<file path="src/design/lfdm_pkg.sv">
// Shared types, sizes and codes for the stack/fifo dispatch matcher.
`default_nettype none
package lfdm_pkg;

  localparam int STACK_DEPTH = 16;
  localparam int FIFO_DEPTH  = 8;
  localparam int CQ_DEPTH    = 2;

  localparam int S_AW  = $clog2(STACK_DEPTH);
  localparam int S_CW  = $clog2(STACK_DEPTH + 1);
  localparam int F_AW  = $clog2(FIFO_DEPTH);
  localparam int F_CW  = $clog2(FIFO_DEPTH + 1);
  localparam int CQ_AW = (CQ_DEPTH > 1) ? $clog2(CQ_DEPTH) : 1;
  localparam int CQ_CW = $clog2(CQ_DEPTH + 1);

  localparam int ITEM_W = 96;
  localparam int SRV_W  = 24;

  localparam logic [1:0] REQ_PUSH = 2'd0;
  localparam logic [1:0] REQ_ENQ  = 2'd1;
  localparam logic [1:0] REQ_DISP = 2'd2;

  localparam logic [2:0] ST_PUSHED     = 3'd0;
  localparam logic [2:0] ST_STACK_FULL = 3'd1;
  localparam logic [2:0] ST_ENQUEUED   = 3'd2;
  localparam logic [2:0] ST_FIFO_FULL  = 3'd3;
  localparam logic [2:0] ST_DISPATCHED = 3'd4;
  localparam logic [2:0] ST_NO_ITEM    = 3'd5;
  localparam logic [2:0] ST_NO_SERVER  = 3'd6;

  localparam logic [1:0] OP_NONE = 2'd0;
  localparam logic [1:0] OP_PUSH = 2'd1;
  localparam logic [1:0] OP_ENQ  = 2'd2;
  localparam logic [1:0] OP_DISP = 2'd3;

  typedef struct packed {
    logic [1:0]  req_type;
    logic [31:0] item_id;
    logic [15:0] dest_code;
    logic [15:0] dim_length;
    logic [15:0] dim_width;
    logic [15:0] dim_height;
    logic [15:0] server_id;
    logic [7:0]  server_kind;
  } req_t;

  typedef struct packed {
    logic [2:0]  status;
    logic [31:0] out_item_id;
    logic [15:0] out_dest_code;
    logic [15:0] out_length;
    logic [15:0] out_width;
    logic [15:0] out_height;
    logic [15:0] out_server_id;
    logic [7:0]  out_server_kind;
  } rsp_t;

  typedef struct packed {
    logic [1:0] op;
    logic [2:0] status;
    req_t       req;
  } cmd_t;

endpackage
`default_nettype wire

</file>
<file path="src/design/lfdm_ram.sv">
// Generic single-write, single-read RAM with registered read data.
`default_nettype none
module lfdm_ram #(
  parameter int WIDTH = 8,
  parameter int DEPTH = 16
) (
  input  wire logic                                  clk,
  input  wire logic                                  we,
  input  wire logic [((DEPTH > 1) ? $clog2(DEPTH) : 1)-1:0] waddr,
  input  wire logic [WIDTH-1:0]                      wdata,
  input  wire logic                                  re,
  input  wire logic [((DEPTH > 1) ? $clog2(DEPTH) : 1)-1:0] raddr,
  output logic      [WIDTH-1:0]                      rdata
);

  logic [WIDTH-1:0] mem [DEPTH];

  always_ff @(posedge clk) begin
    if (we) begin
      mem[waddr] <= wdata;
    end
    if (re) begin
      rdata <= mem[raddr];
    end
  end

endmodule
`default_nettype wire

</file>
<file path="src/design/lfdm_cmdq.sv">
// Short command queue between the classifier and the executor.
`default_nettype none
module lfdm_cmdq (
  input  wire logic          clk,
  input  wire logic          rst,
  input  wire logic          wr_valid,
  input  wire lfdm_pkg::cmd_t wr_cmd,
  output logic               q_full,
  output logic               rd_valid,
  output lfdm_pkg::cmd_t     rd_cmd,
  input  wire logic          rd_take
);

  lfdm_pkg::cmd_t ent [lfdm_pkg::CQ_DEPTH];
  logic [lfdm_pkg::CQ_AW-1:0] wptr;
  logic [lfdm_pkg::CQ_AW-1:0] rptr;
  logic [lfdm_pkg::CQ_CW-1:0] cnt;
  logic do_wr;
  logic do_rd;

  assign q_full   = (cnt == lfdm_pkg::CQ_CW'(lfdm_pkg::CQ_DEPTH));
  assign rd_valid = (cnt != '0);
  assign rd_cmd   = ent[rptr];
  assign do_wr    = wr_valid && !q_full;
  assign do_rd    = rd_take && rd_valid;

  function automatic logic [lfdm_pkg::CQ_AW-1:0] wrap_inc(input logic [lfdm_pkg::CQ_AW-1:0] p);
    if (p == lfdm_pkg::CQ_AW'(lfdm_pkg::CQ_DEPTH - 1)) begin
      return '0;
    end
    return p + 1'b1;
  endfunction

  always_ff @(posedge clk) begin
    if (do_wr) begin
      ent[wptr] <= wr_cmd;
    end
  end

  always_ff @(posedge clk) begin
    if (rst) begin
      wptr <= '0;
      rptr <= '0;
      cnt  <= '0;
    end else begin
      if (do_wr) begin
        wptr <= wrap_inc(wptr);
      end
      if (do_rd) begin
        rptr <= wrap_inc(rptr);
      end
      if (do_wr && !do_rd) begin
        cnt <= cnt + 1'b1;
      end else if (do_rd && !do_wr) begin
        cnt <= cnt - 1'b1;
      end
    end
  end

endmodule
`default_nettype wire

</file>
<file path="src/design/lfdm_front.sv">
// Request classifier: tracks occupancy and decides each request's status up front.
`default_nettype none
module lfdm_front (
  input  wire logic           clk,
  input  wire logic           rst,
  input  wire logic           push,
  input  wire lfdm_pkg::req_t req,
  output logic                full,
  input  wire logic           q_full,
  output logic                cmd_valid,
  output lfdm_pkg::cmd_t      cmd
);

  // Occupancy as it will be once every queued command has executed.
  logic [lfdm_pkg::S_CW-1:0] scnt;
  logic [lfdm_pkg::S_CW-1:0] scnt_next;
  logic [lfdm_pkg::F_CW-1:0] fcnt;
  logic [lfdm_pkg::F_CW-1:0] fcnt_next;
  logic                      acc;
  logic                      s_full;
  logic                      f_full;

  assign full   = q_full;
  assign acc    = push && !q_full;
  assign s_full = (scnt == lfdm_pkg::S_CW'(lfdm_pkg::STACK_DEPTH));
  assign f_full = (fcnt == lfdm_pkg::F_CW'(lfdm_pkg::FIFO_DEPTH));

  always_comb begin
    cmd        = '0;
    cmd.req    = req;
    cmd.op     = lfdm_pkg::OP_NONE;
    cmd.status = lfdm_pkg::ST_PUSHED;
    cmd_valid  = acc;
    scnt_next  = scnt;
    fcnt_next  = fcnt;
    case (req.req_type)
      lfdm_pkg::REQ_PUSH: begin
        if (s_full) begin
          cmd.status = lfdm_pkg::ST_STACK_FULL;
        end else begin
          cmd.op     = lfdm_pkg::OP_PUSH;
          cmd.status = lfdm_pkg::ST_PUSHED;
          if (acc) begin
            scnt_next = scnt + 1'b1;
          end
        end
      end
      lfdm_pkg::REQ_ENQ: begin
        if (f_full) begin
          cmd.status = lfdm_pkg::ST_FIFO_FULL;
        end else begin
          cmd.op     = lfdm_pkg::OP_ENQ;
          cmd.status = lfdm_pkg::ST_ENQUEUED;
          if (acc) begin
            fcnt_next = fcnt + 1'b1;
          end
        end
      end
      lfdm_pkg::REQ_DISP: begin
        if (scnt == '0) begin
          cmd.status = lfdm_pkg::ST_NO_ITEM;
        end else if (fcnt == '0) begin
          cmd.status = lfdm_pkg::ST_NO_SERVER;
        end else begin
          cmd.op     = lfdm_pkg::OP_DISP;
          cmd.status = lfdm_pkg::ST_DISPATCHED;
          if (acc) begin
            scnt_next = scnt - 1'b1;
            fcnt_next = fcnt - 1'b1;
          end
        end
      end
      default: begin
        // unused request code: taken and dropped, no result
        cmd_valid = 1'b0;
      end
    endcase
  end

  always_ff @(posedge clk) begin
    if (rst) begin
      scnt <= '0;
      fcnt <= '0;
    end else begin
      scnt <= scnt_next;
      fcnt <= fcnt_next;
    end
  end

endmodule
`default_nettype wire

</file>
<file path="src/design/lfdm_back.sv">
// Executor: stack and fifo storage, read stage and result register.
`default_nettype none
module lfdm_back (
  input  wire logic           clk,
  input  wire logic           rst,
  input  wire logic           q_valid,
  input  wire lfdm_pkg::cmd_t q_cmd,
  output logic                q_take,
  output logic                empty,
  input  wire logic           pop,
  output lfdm_pkg::rsp_t      rsp
);

  logic [lfdm_pkg::S_CW-1:0]   sp;
  logic [lfdm_pkg::S_CW-1:0]   sp_m1;
  logic [lfdm_pkg::F_AW-1:0]   head;
  logic [lfdm_pkg::F_AW-1:0]   tail;
  logic                        issue;
  logic                        out_valid;
  logic                        out_ready;
  logic                        s2_valid;
  logic [2:0]                  s2_status;
  logic                        s2_disp;
  logic                        is_push;
  logic                        is_enq;
  logic                        is_disp;
  logic [lfdm_pkg::ITEM_W-1:0] s_wdata;
  logic [lfdm_pkg::ITEM_W-1:0] s_rdata;
  logic [lfdm_pkg::SRV_W-1:0]  f_wdata;
  logic [lfdm_pkg::SRV_W-1:0]  f_rdata;
  lfdm_pkg::rsp_t              rsp_d;

  function automatic logic [lfdm_pkg::F_AW-1:0] ring_inc(input logic [lfdm_pkg::F_AW-1:0] p);
    if (p == lfdm_pkg::F_AW'(lfdm_pkg::FIFO_DEPTH - 1)) begin
      return '0;
    end
    return p + 1'b1;
  endfunction

  assign out_ready = !out_valid || pop;
  assign issue     = q_valid && (!s2_valid || out_ready);
  assign q_take    = issue;
  assign is_push   = issue && (q_cmd.op == lfdm_pkg::OP_PUSH);
  assign is_enq    = issue && (q_cmd.op == lfdm_pkg::OP_ENQ);
  assign is_disp   = issue && (q_cmd.op == lfdm_pkg::OP_DISP);
  assign sp_m1     = sp - 1'b1;
  assign s_wdata   = {q_cmd.req.item_id, q_cmd.req.dest_code, q_cmd.req.dim_length,
                      q_cmd.req.dim_width, q_cmd.req.dim_height};
  assign f_wdata   = {q_cmd.req.server_id, q_cmd.req.server_kind};

  lfdm_ram #(
    .WIDTH(lfdm_pkg::ITEM_W),
    .DEPTH(lfdm_pkg::STACK_DEPTH)
  ) u_stack (
    .clk  (clk),
    .we   (is_push),
    .waddr(sp[lfdm_pkg::S_AW-1:0]),
    .wdata(s_wdata),
    .re   (is_disp),
    .raddr(sp_m1[lfdm_pkg::S_AW-1:0]),
    .rdata(s_rdata)
  );

  lfdm_ram #(
    .WIDTH(lfdm_pkg::SRV_W),
    .DEPTH(lfdm_pkg::FIFO_DEPTH)
  ) u_fifo (
    .clk  (clk),
    .we   (is_enq),
    .waddr(tail),
    .wdata(f_wdata),
    .re   (is_disp),
    .raddr(head),
    .rdata(f_rdata)
  );

  // Read data stays put until the next dispatch, which cannot issue before s2 drains.
  always_comb begin
    rsp_d        = '0;
    rsp_d.status = s2_status;
    if (s2_disp) begin
      rsp_d.out_item_id     = s_rdata[95:64];
      rsp_d.out_dest_code   = s_rdata[63:48];
      rsp_d.out_length      = s_rdata[47:32];
      rsp_d.out_width       = s_rdata[31:16];
      rsp_d.out_height      = s_rdata[15:0];
      rsp_d.out_server_id   = f_rdata[23:8];
      rsp_d.out_server_kind = f_rdata[7:0];
    end
  end

  always_ff @(posedge clk) begin
    if (rst) begin
      sp        <= '0;
      head      <= '0;
      tail      <= '0;
      s2_valid  <= 1'b0;
      out_valid <= 1'b0;
    end else begin
      if (is_push) begin
        sp <= sp + 1'b1;
      end else if (is_disp) begin
        sp <= sp_m1;
      end
      if (is_enq) begin
        tail <= ring_inc(tail);
      end
      if (is_disp) begin
        head <= ring_inc(head);
      end
      if (issue) begin
        s2_valid <= 1'b1;
      end else if (out_ready) begin
        s2_valid <= 1'b0;
      end
      if (out_ready) begin
        out_valid <= s2_valid;
      end
    end
  end

  always_ff @(posedge clk) begin
    if (issue) begin
      s2_status <= q_cmd.status;
      s2_disp   <= (q_cmd.op == lfdm_pkg::OP_DISP);
    end
    if (s2_valid && out_ready) begin
      rsp <= rsp_d;
    end
  end

  assign empty = !out_valid;

endmodule
`default_nettype wire

</file>
<file path="src/design/lifo_fifo_dispatch_matcher.sv">
// Top level: pairs stacked work items with queued servers.
//
// Usage:
//   Requests enter on req as a queue write: a transaction completes on a clock
//   edge with push high and full low. Each request with type push, enqueue or
//   dispatch yields exactly one result on rsp; type 3 is taken and dropped.
//   Results leave as a queue read: rsp is valid while empty is low and a
//   transaction completes on an edge with pop high.
//   A request passes the command queue, the read stage and the result
//   register before its result is readable (empty low from then on).
//   Throughput: one request per cycle while the receiver does not stall, set by
//   the single write/read port on each of the stack and fifo RAMs. The classifier
//   decides the status at intake from its occupancy counts; a two-entry command
//   queue decouples it from the executor, which has a RAM read stage and one
//   result register. When the receiver stalls, the result register, the read
//   stage and the command queue fill in turn, then full rises.
//   Reset (synchronous, rst high) empties stack, fifo and all queues; stored
//   entries are not cleared and need no clearing pass.
`default_nettype none
module lifo_fifo_dispatch_matcher (
  input  wire logic           clk,
  input  wire logic           rst,
  input  wire logic           push,
  output logic                full,
  input  wire lfdm_pkg::req_t req,
  output logic                empty,
  input  wire logic           pop,
  output lfdm_pkg::rsp_t      rsp
);

  logic           q_full;
  logic           cmd_valid;
  lfdm_pkg::cmd_t cmd;
  logic           q_valid;
  lfdm_pkg::cmd_t q_cmd;
  logic           q_take;

  lfdm_front u_front (
    .clk      (clk),
    .rst      (rst),
    .push     (push),
    .req      (req),
    .full     (full),
    .q_full   (q_full),
    .cmd_valid(cmd_valid),
    .cmd      (cmd)
  );

  lfdm_cmdq u_cmdq (
    .clk     (clk),
    .rst     (rst),
    .wr_valid(cmd_valid),
    .wr_cmd  (cmd),
    .q_full  (q_full),
    .rd_valid(q_valid),
    .rd_cmd  (q_cmd),
    .rd_take (q_take)
  );

  lfdm_back u_back (
    .clk    (clk),
    .rst    (rst),
    .q_valid(q_valid),
    .q_cmd  (q_cmd),
    .q_take (q_take),
    .empty  (empty),
    .pop    (pop),
    .rsp    (rsp)
  );

  a_reset_idle: assert property (@(posedge clk) rst |=> (empty && !full))
    else $error("block not idle after reset");

  a_zero_payload: assert property (@(posedge clk) disable iff (rst)
    (!empty && rsp.status != lfdm_pkg::ST_DISPATCHED) |->
      (rsp.out_item_id == '0 && rsp.out_dest_code == '0 && rsp.out_length == '0 &&
       rsp.out_width == '0 && rsp.out_height == '0 && rsp.out_server_id == '0 &&
       rsp.out_server_kind == '0))
    else $error("non-dispatch result carries payload");

  a_take_valid: assert property (@(posedge clk) disable iff (rst) q_take |-> q_valid)
    else $error("executor took from an empty command queue");

endmodule
`default_nettype wire
</file>
<file path="config.mk">
export PLATFORM = sky130hd
export DESIGN_NAME = lifo_fifo_dispatch_matcher
export DESIGN_NICKNAME = d
export VERILOG_FILES = /design/src/design/lfdm_pkg.sv /design/src/design/lfdm_ram.sv /design/src/design/lfdm_cmdq.sv /design/src/design/lfdm_front.sv /design/src/design/lfdm_back.sv /design/src/design/lifo_fifo_dispatch_matcher.sv
export SDC_FILE = /design/constraint.sdc
export NUM_CORES = 2
export LEC_CHECK = 0
export BUFFER_PORTS_ARGS = -buffer_cell sky130_fd_sc_hd__buf_2
export CAP_MARGIN = 15
export CORE_ASPECT_RATIO = 1.1
export CORE_MARGIN = 2
export CORE_UTILIZATION = 35
export CTS_BUF_LIST = sky130_fd_sc_hd__clkbuf_4 sky130_fd_sc_hd__clkbuf_8
export CTS_CLUSTER_SIZE = 8
export DETAILED_ROUTE_END_ITERATION = 6
export PLACE_DENSITY = 0.56
export SLEW_MARGIN = 10
export SYNTH_ARGS = -nofsm -noshare
export SYNTH_HDL_FRONTEND = slang
export SYNTH_SLANG_ARGS = --single-unit
</file>
<file path="constraint.sdc">
create_clock -name clk -period 15.1 [get_ports clk]
set_clock_uncertainty 0.15 [all_clocks]
set_input_delay 2.265 -clock clk [delete_from_list [all_inputs] [get_ports clk]]
set_output_delay 2.265 -clock clk [all_outputs]
set_load 0.01 [all_outputs]
</file>
==> reports/qor.csv <==
metric;value;unit
final_hold_viol_count;0;
cts_resized;0;
place_hpwl;100000;um
cts_hold_buf;0;
cts_buffers;378;
grtUsageTotal;15.4;%
rsz0062_at_grt;false;
routed-via-count;36527;
drtAntennaViolNets;0;
grt_overflow;0;
rows;188;
synth_edf_count;2225;
holdCritPathClass;reg -> reg;
ys_types;47;
worst_pin_slew;1.18;ns
postCtsSetupBuffers;0;
wl_per_cell;25.7;um
firstDrtPassIters;5;
ys_seq_elements;2251;
clkPwrFrac;29.0;%
regArea;67300;sq um
syn-num-nets;3517;
clk_pin_slew;0.06;ns
drc;0;
p_total;17.4;mW
drive_above_1_share;38.4;%
cp_slowest_cell;buf_4;
critical_path_peak_fanout;50;
vdd_ir_drop_max;0.220;mV
grt_pass1_wl;273000;um
place.port_buffers;250;
max_stage_delay;0.88;ns
required;15.54;ns
routed_wirelength;188000;um
status;finished clean;
place_area;88800;sq um
final_nets;4067;
avgSynthCellArea;24.7;sq um
drt_iter0_markers;2613;
p_int;12.5;mW
crit_path_end_kind;register;
slew_viol_final;0;
path_common_cell;buf_4;
via_per_inst;4.99;
startpoint_type;input port;
leakage;29.6;nW
timing.fmax;174;MHz
cap_violations;0;
fp.coreArea;238000;sq um
area_growth;14.5;%
fin_crit;5.74;ns
die_h;517;um
insertion_delay;1.06;ns
ys_seq_area_share;80.5;%
syn-cell-area;83600;sq um
synth_cells;3378;
swShare;28.0;%
comb_power_share;24.6;%
clkSinkCount;2251;
synthArstFlopShare;0;%
htreeDepth;5;
critical_path_class;in -> reg;
cts_root_buffer;clkbuf_8;
worstPathCellList;buf_2 -> nor2b_1 -> a211oi_2 -> nand3_1 -> nor2_4 -> buf_4 -> buf_4;
grt_max_degree;114;
grt_antenna_before_repair;21;
grt_pass1_vias;39471;
setup_slack;9.36;ns
setup_viol;0;
net-switching-power;4.87;mW
power_frac_seq;46.3;%
slew_headroom;21.5;%
tns;0;ns
ios;251;
dieWidth;470;um
synthFlopType;edfxtp_1;
period_share;38.0;%
arrival;6.18;ns
preCtsSetupSlack;8.16;ns
power_density;182;nW/um^2
fin_area;95700;sq um
multiInputGateArea;15700;sq um
yosysWarnings;0;
dieArea;243000;sq um
fillers;21039;
cts_tree;yes;
start_util;35.1;%
clockBufferDepth;4;
routabilityCongestion;0.725;
## cells in the mapped netlist, types with 2 or more instances
cell	instances	area (sq um)
buf_6	8	90.1
nand2_1	9	33.8
a221oi_1	2	17.5
nor2b_1	8	50.1
a21oi_1	8	40.0
buf_4	29	218
nand3_1	5	25.0
and2_1	121	757
clkbuf_1	68	255
nand2b_1	10	62.6
xnor2_1	12	105
nor2_1	48	180
or3_1	2	12.5
mux2i_1	10	100
edfxtp_1	2225	66800
ha_1	13	163
dfxtp_1	26	521
o21ai_0	4	20.0
inv_1	6	22.5
nand3b_1	2	15.0
xor2_1	5	43.8
nor3_1	10	50.1
mux4_2	528	11900
o21ai_1	2	10.0
mux2_2	148	1670
buf_2	31	155
buf_1	18	67.6
## path summary, 6_finish.rpt
check,cells after the start,slack [ns],end,from
worst max-delay path,7,9.36,u_back.u_stack.mem[9][60],pop
worst min-delay path,1,0.30,u_back.rsp[114],u_back.u_stack.rdata[90]
worst min register to register,1,0.30,u_back.rsp[114],u_back.u_stack.rdata[90]
worst max register to register,6,9.67,u_back.u_stack.rdata[60],u_back.sp[0]
## cell families after synthesis
logic type	Yosys count	share of synthesized area [%]
mux	688	16.4
simple gates	223	1.53
buf+inv	161	0.971
compound gates	25	0.205
xor+xnor	17	0.178
fa+ha+maj	13	0.195
flops	2251	80.5
## stage by stage
step | util, % | hold WS (ns) | cells
2_1_floorplan | - | 0.250 | 3378
3_3_place_gp | 37.3 | 0.341 | 6683
3_5_place_dp | 37.3 | 0.360 | 6683
4_1_cts | 40.2 | 0.298 | 7310
5_1_grt | 40.2 | 0.323 | 7311
6_report | 40.2 | 0.297 | 7316
## critical path, delay by kind of cell
family / cells / cell delay (ns)
buffers and inverters: 3 / 1.68
AND/OR/NAND/NOR: 3 / 1.36
AO/OA/AOI/OAI: 1 / 0.79
## final cells by class
cell class	instances	share of cell area [%]
antenna	6	0.0157
clock buffer	524	6.60
clock inverter	103	0.582
inverter	7	0.0275
multi-input combinational	966	16.4
sequential	2251	70.4
tap	3135	4.10
timing repair buffer	324	1.93
## flip-flops by register name (all words and copies together), names as in the netlist, 4 cells and up, named ones only
signal                flops
u_back.rsp              123
u_back.sp                 4
u_back.u_fifo.mem       192
u_back.u_fifo.rdata      24
u_back.u_stack.mem     1536
u_back.u_stack.rdata     96
u_cmdq.ent              250
u_front.fcnt              4
u_front.scnt              5
## cells in the final DEF, fill, tap and decap left out, types with 8 or more instances in the layout
cell type,n
edfxtp_1,2225
mux4_2,528
clkbuf_8,381
buf_2,250
mux2_2,148
clkbuf_4,143
and2_1,120
buf_4,71
clkinv_1,67
nor2_1,30
dfxtp_1,21
clkinv_2,20
nor2_4,18
ha_1,12
mux2i_1,10
nand2b_1,10
xnor2_1,10
nand2_1,9
clkinvlp_4,9
a21oi_1,8
## per-layer routing
layer,track usage (%),share of wire (%),vias to the layer above
met5,0,0.018,-
met2,25.6,49,1015
li1,-,-,15445
met1,20.3,43,19721
met3,3.01,5.0,342
met4,5.18,2.8,4
## power by group through the flow
| stage | Clock [mW] | Sequential [mW] | Combinational (mW) |
|---|---|---|---|
| after floorplan | 0 | 8.12 | 3.11 |
| after global placement | 0 | 8.19 | 4.35 |
| after detailed placement | 0 | 8.19 | 4.41 |
| after CTS | 5.21 | 8.07 | 4.42 |
| after global routing | 5.46 | 8.09 | 4.63 |
| final | 5.05 | 8.05 | 4.28 |
Power figures use the tool's default switching activity.
